===== src/hdl/hdfr_pkg.sv =====
// Shared types, byte codes and tag decoding for the hash-delimited frame router.
package hdfr_pkg;

    localparam int unsigned BYTE_W = 8;
    localparam int unsigned CHAN_W = 3;

    localparam logic [BYTE_W-1:0] MARK_BYTE  = 8'h23; // '#'
    localparam logic [BYTE_W-1:0] SPACE_BYTE = 8'h20; // ' '
    localparam logic [BYTE_W-1:0] ZERO_BYTE  = 8'h00;

    localparam logic [BYTE_W-1:0] TAG_F = 8'h46;
    localparam logic [BYTE_W-1:0] TAG_D = 8'h44;
    localparam logic [BYTE_W-1:0] TAG_C = 8'h43;
    localparam logic [BYTE_W-1:0] TAG_P = 8'h50;
    localparam logic [BYTE_W-1:0] TAG_T = 8'h54;
    localparam logic [BYTE_W-1:0] TAG_L = 8'h4C;

    typedef enum logic [CHAN_W-1:0] {
        CH_MSP     = 3'd0,
        CH_DIMMER  = 3'd1,
        CH_CURRENT = 3'd2,
        CH_PIR     = 3'd3,
        CH_TEMP    = 3'd4,
        CH_LDR     = 3'd5
    } chan_t;

    typedef struct packed {
        logic  ok;
        chan_t chan;
    } tag_info_t;

    typedef enum logic [1:0] {
        ST_COLLECT = 2'd0,
        ST_READ    = 2'd1,
        ST_WAIT    = 2'd2,
        ST_LAST    = 2'd3
    } state_t;

    function automatic tag_info_t tag_decode(input logic [BYTE_W-1:0] tag);
        tag_info_t info;
        info.ok   = 1'b1;
        info.chan = CH_MSP;
        case (tag)
            TAG_F:   info.chan = CH_MSP;
            TAG_D:   info.chan = CH_DIMMER;
            TAG_C:   info.chan = CH_CURRENT;
            TAG_P:   info.chan = CH_PIR;
            TAG_T:   info.chan = CH_TEMP;
            TAG_L:   info.chan = CH_LDR;
            default: info.ok   = 1'b0;
        endcase
        return info;
    endfunction

endpackage


===== src/hdl/hash_delimited_frame_router.sv =====
// Top level of the hash-delimited frame router: frame collection and payload readout.
//
// Usage:
//   s_axis carries received serial bytes (tdata = rx_byte). A '#' opens a frame;
//   following bytes go to the frame store until a closing '#' or until the first
//   byte after the store holds FRAME_BYTES bytes; that ending byte is consumed,
//   not stored. Stored byte 0 is the tag (F, D, C, P, T, L).
//   m_axis carries the payload of a frame with a recognized tag: tdata is the
//   byte (the first is always a space), tuser the channel code, tlast marks the
//   final byte. The payload stops before the first zero byte or at the fill count.
//   Empty frames and unknown tags produce no transactions.
// Flow:
//   Collecting takes one input transaction per cycle while s_axis_tready is high.
//   After the ending byte, ST_READ reads the store and ST_WAIT loads the first
//   payload byte (ST_LAST for a one-byte frame), then one byte per cycle while the
//   receiver takes them. Readout holds s_axis_tready low until the last byte loads.
// Reset and stalls:
//   rst_n clears the collector to idle and empties the output register; the store
//   is not cleared. A stall holds the output register and the pending read data.
module hash_delimited_frame_router #(
    parameter int unsigned FRAME_BYTES = 40
) (
    input  logic                        clk,
    input  logic                        rst_n,
    input  logic                        s_axis_tvalid,
    output logic                        s_axis_tready,
    input  logic [hdfr_pkg::BYTE_W-1:0] s_axis_tdata,  // [7:0] rx_byte
    output logic                        m_axis_tvalid,
    input  logic                        m_axis_tready,
    output logic [hdfr_pkg::BYTE_W-1:0] m_axis_tdata,  // [7:0] payload_byte
    output logic [hdfr_pkg::CHAN_W-1:0] m_axis_tuser,  // [2:0] channel
    output logic                        m_axis_tlast   // last
);

    localparam int unsigned CNT_W  = $clog2(FRAME_BYTES + 1);
    localparam int unsigned ADDR_W = $clog2(FRAME_BYTES);
    localparam logic [CNT_W-1:0] FULL_CNT = CNT_W'(FRAME_BYTES);
    localparam logic [CNT_W-1:0] ONE_CNT  = CNT_W'(1);

    hdfr_pkg::state_t state_reg, state_next;

    logic                        collecting_reg, collecting_next;
    logic [CNT_W-1:0]            fill_reg, fill_next;
    logic [CNT_W-1:0]            len_reg, len_next;
    logic [CNT_W-1:0]            idx_reg, idx_next;
    logic [hdfr_pkg::BYTE_W-1:0] pend_reg, pend_next;
    hdfr_pkg::tag_info_t         tag_reg, tag_next;

    logic                        out_valid_reg, out_valid_next;
    logic [hdfr_pkg::BYTE_W-1:0] out_byte_reg, out_byte_next;
    logic                        out_last_reg, out_last_next;
    hdfr_pkg::chan_t             out_chan_reg, out_chan_next;

    logic                        in_fire;
    logic                        slot_free;
    logic                        is_mark;
    logic                        frame_end;
    logic                        emit_ok;
    logic [CNT_W-1:0]            idx_inc;
    logic                        at_end;
    logic                        rd_zero;

    logic                        mem_we;
    logic                        mem_re;
    logic [ADDR_W-1:0]           mem_raddr;
    logic [hdfr_pkg::BYTE_W-1:0] mem_rdata;

    assign s_axis_tready = (state_reg == hdfr_pkg::ST_COLLECT);
    assign in_fire       = s_axis_tvalid && s_axis_tready;
    assign slot_free     = !out_valid_reg || m_axis_tready;
    assign is_mark       = (s_axis_tdata == hdfr_pkg::MARK_BYTE);
    // a closing mark, or any byte once the store is full, ends the frame
    assign frame_end     = in_fire && collecting_reg && (is_mark || (fill_reg == FULL_CNT));
    assign emit_ok       = frame_end && (fill_reg != '0) && tag_reg.ok;
    assign idx_inc       = idx_reg + ONE_CNT;
    assign at_end        = (idx_inc == len_reg);
    assign rd_zero       = (mem_rdata == hdfr_pkg::ZERO_BYTE);

    // Writes happen only while collecting and reads only during readout, so the
    // state machine itself keeps the two ports off the same entry in one cycle.
    assign mem_we    = in_fire && collecting_reg && !frame_end;
    assign mem_re    = (state_reg == hdfr_pkg::ST_READ)
                    || ((state_reg == hdfr_pkg::ST_WAIT) && slot_free && !rd_zero && !at_end);
    assign mem_raddr = (state_reg == hdfr_pkg::ST_READ) ? idx_reg[ADDR_W-1:0]
                                                        : idx_inc[ADDR_W-1:0];

    hdfr_frame_store #(
        .DEPTH  (FRAME_BYTES),
        .ADDR_W (ADDR_W)
    ) u_store (
        .clk     (clk),
        .wr_en   (mem_we),
        .wr_addr (fill_reg[ADDR_W-1:0]),
        .wr_data (s_axis_tdata),
        .rd_en   (mem_re),
        .rd_addr (mem_raddr),
        .rd_data (mem_rdata)
    );

    // next state
    always_comb
    begin
        state_next = state_reg;
        case (state_reg)
            hdfr_pkg::ST_COLLECT:
            begin
                if (emit_ok)
                begin
                    state_next = (fill_reg == ONE_CNT) ? hdfr_pkg::ST_LAST : hdfr_pkg::ST_READ;
                end
            end
            hdfr_pkg::ST_READ:
            begin
                state_next = hdfr_pkg::ST_WAIT;
            end
            hdfr_pkg::ST_WAIT:
            begin
                if (slot_free)
                begin
                    if (rd_zero)
                    begin
                        state_next = hdfr_pkg::ST_COLLECT;
                    end
                    else if (at_end)
                    begin
                        state_next = hdfr_pkg::ST_LAST;
                    end
                end
            end
            hdfr_pkg::ST_LAST:
            begin
                if (slot_free)
                begin
                    state_next = hdfr_pkg::ST_COLLECT;
                end
            end
            default:
            begin
                state_next = hdfr_pkg::ST_COLLECT;
            end
        endcase
    end

    // datapath and outputs
    always_comb
    begin
        collecting_next = collecting_reg;
        fill_next       = fill_reg;
        len_next        = len_reg;
        idx_next        = idx_reg;
        pend_next       = pend_reg;
        tag_next        = tag_reg;
        out_valid_next  = out_valid_reg && !m_axis_tready;
        out_byte_next   = out_byte_reg;
        out_last_next   = out_last_reg;
        out_chan_next   = out_chan_reg;

        case (state_reg)
            hdfr_pkg::ST_COLLECT:
            begin
                if (in_fire)
                begin
                    if (!collecting_reg)
                    begin
                        // idle: only a mark opens a frame
                        if (is_mark)
                        begin
                            collecting_next = 1'b1;
                            fill_next       = '0;
                        end
                    end
                    else if (!frame_end)
                    begin
                        fill_next = fill_reg + ONE_CNT;
                        if (fill_reg == '0)
                        begin
                            tag_next = hdfr_pkg::tag_decode(s_axis_tdata);
                        end
                    end
                    else
                    begin
                        // drop the ending byte, latch the length, queue the leading space
                        collecting_next = 1'b0;
                        fill_next       = '0;
                        len_next        = fill_reg;
                        idx_next        = ONE_CNT;
                        pend_next       = hdfr_pkg::SPACE_BYTE;
                    end
                end
            end
            hdfr_pkg::ST_READ:
            begin
                // read of store[idx] issued
            end
            hdfr_pkg::ST_WAIT:
            begin
                if (slot_free)
                begin
                    out_valid_next = 1'b1;
                    out_byte_next  = pend_reg;
                    out_last_next  = rd_zero;
                    out_chan_next  = tag_reg.chan;
                    if (!rd_zero)
                    begin
                        pend_next = mem_rdata;
                        if (!at_end)
                        begin
                            idx_next = idx_inc;
                        end
                    end
                end
            end
            hdfr_pkg::ST_LAST:
            begin
                if (slot_free)
                begin
                    out_valid_next = 1'b1;
                    out_byte_next  = pend_reg;
                    out_last_next  = 1'b1;
                    out_chan_next  = tag_reg.chan;
                end
            end
            default:
            begin
                out_valid_next = 1'b0;
            end
        endcase
    end

    always_ff @(posedge clk or negedge rst_n)
    begin
        if (!rst_n)
        begin
            state_reg      <= hdfr_pkg::ST_COLLECT;
            collecting_reg <= 1'b0;
            fill_reg       <= '0;
            len_reg        <= '0;
            idx_reg        <= '0;
            tag_reg        <= '0;
            out_valid_reg  <= 1'b0;
        end
        else
        begin
            state_reg      <= state_next;
            collecting_reg <= collecting_next;
            fill_reg       <= fill_next;
            len_reg        <= len_next;
            idx_reg        <= idx_next;
            tag_reg        <= tag_next;
            out_valid_reg  <= out_valid_next;
        end
    end

    always_ff @(posedge clk)
    begin
        pend_reg     <= pend_next;
        out_byte_reg <= out_byte_next;
        out_last_reg <= out_last_next;
        out_chan_reg <= out_chan_next;
    end

    assign m_axis_tvalid = out_valid_reg;
    assign m_axis_tdata  = out_byte_reg;
    assign m_axis_tuser  = out_chan_reg;
    assign m_axis_tlast  = out_last_reg;

    // store writes only land in an open frame, below the store depth
    assert property (@(posedge clk) disable iff (!rst_n)
        mem_we |-> (collecting_reg && (fill_reg < FULL_CNT)
                    && (state_reg == hdfr_pkg::ST_COLLECT)))
        else $error("frame store written outside an open frame");

    // readout index never passes the latched frame length
    assert property (@(posedge clk) disable iff (!rst_n)
        ((state_reg == hdfr_pkg::ST_READ) || (state_reg == hdfr_pkg::ST_WAIT))
            |-> ((idx_reg < len_reg) && (idx_reg != '0)))
        else $error("readout index out of range");

    // a readout only starts from a frame with a recognized tag
    assert property (@(posedge clk) disable iff (!rst_n)
        ((state_reg == hdfr_pkg::ST_COLLECT) && (state_next != hdfr_pkg::ST_COLLECT))
            |-> (tag_reg.ok && (fill_reg != '0)))
        else $error("readout started without a valid tag");

    // a new payload byte only enters an empty or draining output register
    assert property (@(posedge clk) disable iff (!rst_n)
        (out_valid_reg && !m_axis_tready) |=> ($stable(out_byte_reg) && $stable(out_last_reg)))
        else $error("output register overwritten while stalled");

endmodule


===== src/hdl/hdfr_frame_store.sv =====
// Frame byte store: one write port, one read port with registered read data.
module hdfr_frame_store #(
    parameter int unsigned DEPTH  = 40,
    parameter int unsigned ADDR_W = 6
) (
    input  logic                        clk,
    input  logic                        wr_en,
    input  logic [ADDR_W-1:0]           wr_addr,
    input  logic [hdfr_pkg::BYTE_W-1:0] wr_data,
    input  logic                        rd_en,
    input  logic [ADDR_W-1:0]           rd_addr,
    output logic [hdfr_pkg::BYTE_W-1:0] rd_data
);

    logic [hdfr_pkg::BYTE_W-1:0] mem [DEPTH];
    logic [hdfr_pkg::BYTE_W-1:0] rd_data_reg;

    always_ff @(posedge clk)
    begin
        if (wr_en)
        begin
            mem[wr_addr] <= wr_data;
        end
    end

    // hold read data until the next read
    always_ff @(posedge clk)
    begin
        if (rd_en)
        begin
            rd_data_reg <= mem[rd_addr];
        end
    end

    assign rd_data = rd_data_reg;

endmodule


===== config.mk =====
export PLATFORM = sky130hd
export DESIGN_NAME = hash_delimited_frame_router
export DESIGN_NICKNAME = d
export VERILOG_FILES = /design/src/hdl/hdfr_pkg.sv /design/src/hdl/hash_delimited_frame_router.sv /design/src/hdl/hdfr_frame_store.sv
export SDC_FILE = /design/constraint.sdc
export NUM_CORES = 1
export LEC_CHECK = 0
export BUFFER_PORTS_ARGS = -buffer_cell sky130_fd_sc_hd__buf_2
export CORE_UTILIZATION = 60
export CTS_CLUSTER_DIAMETER = 30
export DETAILED_ROUTE_END_ITERATION = 6
export PLACE_DENSITY = 0.73
export SYNTH_ARGS = -nofsm -noshare
export SYNTH_HDL_FRONTEND = slang
export SYNTH_SLANG_ARGS = --single-unit

===== constraint.sdc =====
create_clock -name clk -period 6.85 [get_ports clk]
set_clock_uncertainty 0.05 [all_clocks]
set_input_delay 0.3425 -clock clk [delete_from_list [all_inputs] [get_ports clk]]
set_output_delay 0.3425 -clock clk [all_outputs]
set_load 0.05 [all_outputs]

After elaboration in Yosys (flattened, before gate mapping)
Memory sizes are Yosys's and may differ from the RTL's. A register that Yosys moved wholly into a read port is not among the register bits.
Index checks and enable logic that the tools add are counted.
{"block": "classes", "add_sub_neg": 2, "n_eq_ne": 22, "muxes": 36, "n_bitwise": 1, "reduce_logical": 36}
{"operator": "$mux W6", "n": 10}
{"operator": "$eq A8 B7 Y1 const B", "n": 6}
{"operator": "$mux W8", "n": 5}
{"operator": "$pmux W8 S2", "n": 1}
{"operator": "$pmux W3 S5", "n": 1}
{"operator": "$add A6 B1 Y6 const B", "n": 2}
{"operator": "$mux W2", "n": 6}
{"operator": "$pmux W6 S2", "n": 1}
{"operator": "$logic_and A1 B1 Y1", "n": 10}
{"operator": "$mux W1", "n": 10}
{"operator": "$eq A8 B6 Y1 const B", "n": 1}
{"operator": "$logic_not A8 Y1", "n": 1}
{"operator": "$ne A2 B1 Y1 const B", "n": 4}
{"operator": "$ne A2 B2 Y1 const B", "n": 4}
{"operator": "$pmux W2 S4", "n": 1}
{"operator": "$reduce_and A4 Y1", "n": 2}
{"operator": "$reduce_and A7 Y1", "n": 1}
{"operator": "$eq A6 B1 Y1 const B", "n": 1}
{"operator": "$eq A6 B6 Y1", "n": 1}
{"operator": "$eq A6 B6 Y1 const B", "n": 1}
{"operator": "$logic_not A6 Y1", "n": 1}
{"operator": "$reduce_and A3 Y1", "n": 2}
{"operator": "$reduce_and A6 Y1", "n": 1}
{"operator": "$reduce_bool A2 Y1", "n": 3}
{"operator": "13 further kinds", "n": 21}
{"block": "totals", "reg_bits": 46, "ramBits": 320, "in_bits": 12, "out_inout_bits": 14, "elab_cells": 110, "memories": 1}
{"name": "u_store.mem", "words": 40, "width": 8, "read_ports": 1, "rd_clocked_by_memory_dff": 1, "write_ports": 1, "line": "hdfr_frame_store.sv:15", "text": "logic [hdfr_pkg::BYTE_W-1:0] mem [DEPTH];"}

Logic depth before layout (Yosys ltp)
{"block": "logic_depth", "word_depth": 8, "mapped_depth": 12, "mapped_depth_nobuf": 9}

Cells and area by module
A second synthesis with hierarchy kept.
{"block": "hier_totals", "cells_unflattened": 920, "hier_area_um2": 15441.1}
{"module": "hdfr_frame_store", "n_inst": 1, "cells_per_inst": 696, "area_each_um2": 13058.8, "seq_area_each_um2": 9849.4}
{"module": "hash_delimited_frame_router", "n_inst": 1, "cells_per_inst": 224, "area_each_um2": 2382.3, "seq_area_each_um2": 1251.2}

Worst setup path before layout
Ideal clock, no wire load.
{"block": "synth_path", "path_type": "register to register", "startpoint": "register idx_reg[0]", "endpoint": "register u_store.rd_data_reg, in the netlist u_store.rd_data[1], read port of u_store.mem (data pin)", "setup_ps": 271, "arrival_time_ps": 2117, "required_ps": 6529, "slack_ps": 4412, "stages_incl_launch_ff": 9, "path_buffers": 2, "period_less_slack_ps": 2438, "path_cell_list": "dfrtp_1 -> ha_1 -> buf_2 -> clkbuf_1 -> nor3_1 -> nor4_1 -> a311oi_1 -> a2111oi_0 -> nor4_2"}
{"block": "synth_between", "elab_chain_cells": 5, "word_cells_on_any_way": 6, "cone_classes": "add/sub (1); eq/ne (1); mux (1); reduce/logical (3)"}
{"item": "start: declaration", "line": "hash_delimited_frame_router.sv:45", "text": "logic [CNT_W-1:0] idx_reg, idx_next;"}
{"item": "start signal: assignment", "line": "hash_delimited_frame_router.sv:248", "text": "idx_reg <= idx_next;"}
{"item": "$add A6 B1 Y6", "line": "hash_delimited_frame_router.sv:75", "text": "assign idx_inc = idx_reg + ONE_CNT;"}
{"item": "$eq A6 B6 Y1", "line": "hash_delimited_frame_router.sv:76", "text": "assign at_end = (idx_inc == len_reg);"}
{"item": "$logic_not A1 Y1"}
{"item": "$logic_and A1 B1 Y1", "line": "hash_delimited_frame_router.sv:83", "text": "|| ((state_reg == hdfr_pkg::ST_WAIT) && slot_free && !rd_zero && !at_end);"}
{"item": "$logic_or A1 B1 Y1", "line": "hash_delimited_frame_router.sv:83"}
{"item": "end: declaration", "line": "hdfr_frame_store.sv:16", "text": "logic [hdfr_pkg::BYTE_W-1:0] rd_data_reg;"}
Several ways; a longest one is shown, not always the timed one.
A chain may end at the register's enable or synchronous reset.

Final worst setup path
{"block": "layout_path", "startpoint": "register state_reg[0]", "endpoint": "register u_store.rd_data_reg, in the netlist u_store.rd_data[7], read port of u_store.mem (data pin)"}
{"block": "layout_between", "elab_chain_cells": 5, "word_cells_on_any_way": 7, "cone_classes": "eq/ne (2); mux (1); reduce/logical (4)"}
{"item": "start: declaration", "line": "hash_delimited_frame_router.sv:40", "text": "hdfr_pkg::state_t state_reg, state_next;"}
{"item": "start signal: assignment", "line": "hash_delimited_frame_router.sv:234", "text": "state_reg <= hdfr_pkg::ST_COLLECT;"}
{"item": "start signal: assignment", "line": "hash_delimited_frame_router.sv:244", "text": "state_reg <= state_next;"}
{"item": "$eq A2 B2 Y1", "line": "hash_delimited_frame_router.sv:83"}
{"item": "$logic_and A1 B1 Y1 (3 in series)", "line": "hash_delimited_frame_router.sv:83"}
{"item": "$logic_or A1 B1 Y1", "line": "hash_delimited_frame_router.sv:83"}
Several ways; a longest one is shown, not always the timed one.

==> reports/metrics.cfg <==
[cells_and_area]
diodes=0
nFillCells=1752
largest_reg_flops=320
regMostFlops=u_store.mem
finalNetCount=1284
area_delta_synth_final_pct=16.4
drive_gt1_share_pct=15.7

[floorplan]
dieArea_sq_um=28400
initial_core_util_pct=61.5
die_y_um=169
die_w_um=169
core_area_sq_um=27100
io_pins=26
std_cell_rows=60

[cts]
cts_root_buf=clkbuf_16
clock_latency_ps=560
cts_buffer_depth=3
clkTransAtPathRegs_ps=50
cts-buffers-inserted=69
cts-htree-levels=3
post_cts_buffers=0
clkSinkCount=374
tritoncts=done

[routing]
antenna_left=0
vias=11400
post_drt_wl_per_cell_um=26.2
top_layer=met4
vias_per_cell=6.73
drt_iter0_drc=1813
met1_length_um=16800
post-route-drc-count=0
wirelength_um=44400
met3_length_um=5460
dr_wl_met2_um=20600
firstDrtPassIters=6

[synthesis]
ys_types=79
synth_nets=1259
yosysTopAreaCellShare_pct=62.7
seq_area_frac_synth_pct=66.6
synth_area_leader_cell=edfxtp_1
synth_edf_count=348
synth_ff_type=edfxtp_1
ys_top_cells_by_area=edfxtp_1, dfrtp_1, mux4_2
syn_area_sq_um=16700
netlist_instances=1243
avgSynthCellArea_sq_um=13.4
synth-seq-cells=374
ys_async_sr_fraction_pct=6.95
ys_warn_count=0

[timing]
slew_headroom_pct=3.20
fin_crit_ps=4520
post-route-period-util_pct=66.1
setup_violations=0
fmax_mhz=221
rsz0062_at_grt=false
hold_violations=0
report.final.slew_viol_count=0
tightestPinTransition_ps=1420
fin_setup_tns_ps=0

[min_path]
hold_path.class=in -> reg

[pwr]
vdd_drop_max_mv=0.337
power.share.clock_pct=56.5
p_int_mw=4.94
leakagePower_nw=6.31
switchingPower_mw=1.31
cellPowerDensity_nw_per_um2=323
combPwrFrac_pct=3.1
power_mw=6.26
swShare_pct=21.0
seqPwrFrac_pct=40.4

[placed_design]
gp_congestion=0.858
hpwl_um=25700
numPortBuffers=25

[setup_path]
crit_required_ps=7040
crit_arrival_ps=4720
critPathCaptureType=register
crit_path_start_kind=register
path_class=reg -> reg
path_max_fanout=35

[grt]
grt_pass1_vias=10900
grt_util_all_layers_pct=32.1
grt_pass1_wl_um=67000
grt-ovfl-total=0
grt_max_degree=74
antenna_found_initial=0

[run]
cap_violations=0

[run_status]
status=finished, final reports clean

==> logic make-up after synthesis <==
group           count (synthesis)  synth area share (%)
simple gates                  337                  9.79
xor+xnor                       13                 0.969
compound gates                337                  13.1
flops                         374                  66.6
buf+inv                       119                  3.38
fa+ha+maj                       4                 0.300
mux                            59                  5.81
==> path summary, 6_finish.rpt <==
kind | from | end | slack (ps) | cells past startpoint
worst max-delay path | state_reg[0]$_DFFE_PN0P_ | u_store.rd_data[7]$_DFFE_PP_ | 2330 | 8
worst min-delay path | m_axis_tready | m_axis_tvalid$_DFF_PN0_ | 160 | 3
worst max register to register | state_reg[0]$_DFFE_PN0P_ | u_store.rd_data[7]$_DFFE_PP_ | 2330 | 8
worst min register to register | pend_reg[5]$_SDFFCE_PN1P_ | m_axis_tdata[5]$_DFFE_PP_ | 370 | 0
max in group asynchronous | rst_n | idx_reg[0]$_DFFE_PN0P_ | 6010 | 2
min in group asynchronous | rst_n | len_reg[4]$_DFFE_PN0P_ | 290 | 2
==> power by group through the flow <==
stage | logic [mW] | registers (mW) | clock network [mW]
final | 0.195 | 2.53 | 3.53
after global routing | 0.205 | 2.53 | 3.64
after CTS | 0.190 | 2.53 | 3.55
after detailed placement | 0.188 | 2.57 | 0
after global placement | 0.185 | 2.57 | 0
after floorplan | 0.0939 | 2.56 | 0
==> cell type report <==
cell class | instances | area [sq um] | share of cell area, %
Timing Repair Buffer | 46 | 285 | 1.47
Inverter | 27 | 101 | 0.522
Clock inverter | 47 | 623 | 3.21
Clock buffer | 77 | 1800 | 9.28
Tap cell | 372 | 465 | 2.40
Sequential cell | 374 | 11100 | 57.3
Multi-Input combinational cell | 750 | 5020 | 25.9
==> synth_stat cells, drive strengths merged, types with 24 or more instances <==
library cell  count
inv              27
a211oi           29
nand2            78
o211ai           26
mux2i            25
mux4             29
buf              48
dfrtp            26
nor3             25
edfxtp          348
nor4             24
nand3            25
o22ai            25
a21oi            88
nor2            113
o21ai            88
clkbuf           44
==> timing repair <==
action | CTS | global route
hold buffers | 1 | 0
gates resized for setup | 0 | 0
hold endpoints to repair | 26 | 0
setup endpoints to repair | 0 | 0
==> cells in the final DEF (no fill, tap or decap), drive strengths merged, types with 25 or more instances in the layout <==
master and n:
nor3 25, nor2 113, nand3 25, mux2i 25
clkbuf 77, o211ai 26, edfxtp 348, mux4 29
o21ai 88, inv 34, o22ai 25, dfrtp 26
buf 45, a211oi 29, a21oi 88, nand2 78
==> through the flow <==
stage | util, % | cells | worst slack, ps | area, sq um | hold slack, ps
after floorplan | - | 1243 | 4410 | 16700 | -3.09
after global placement | 62.6 | 1568 | 2520 | 17000 | 333
after detailed placement | 62.6 | 1568 | 2440 | 17000 | 332
after CTS | 71.6 | 1693 | 2420 | 19400 | 141
after global routing | 71.6 | 1693 | 2200 | 19400 | 191
final | 71.6 | 1693 | 2330 | 19400 | 157
==> worst max-delay path, cell delays in order (launching register included) <==
cell and delay, ps:
dfrtp_1 500, nor2b_4 780, buf_4 430, o21ai_1 180, nand2_1 230, buf_4 510, a311oi_1 120, a2111oi_0 1210
nor4_1 170
==> layer usage <==
layer | GRT usage, % | vias to the layer above
li1 | - | 4955
met1 | 44.1 | 5522
met2 | 49.6 | 798
met3 | 8.00 | 126
met4 | 12.6 | 0
met5 | 0 | -
Power figures use the tool's default switching activity.
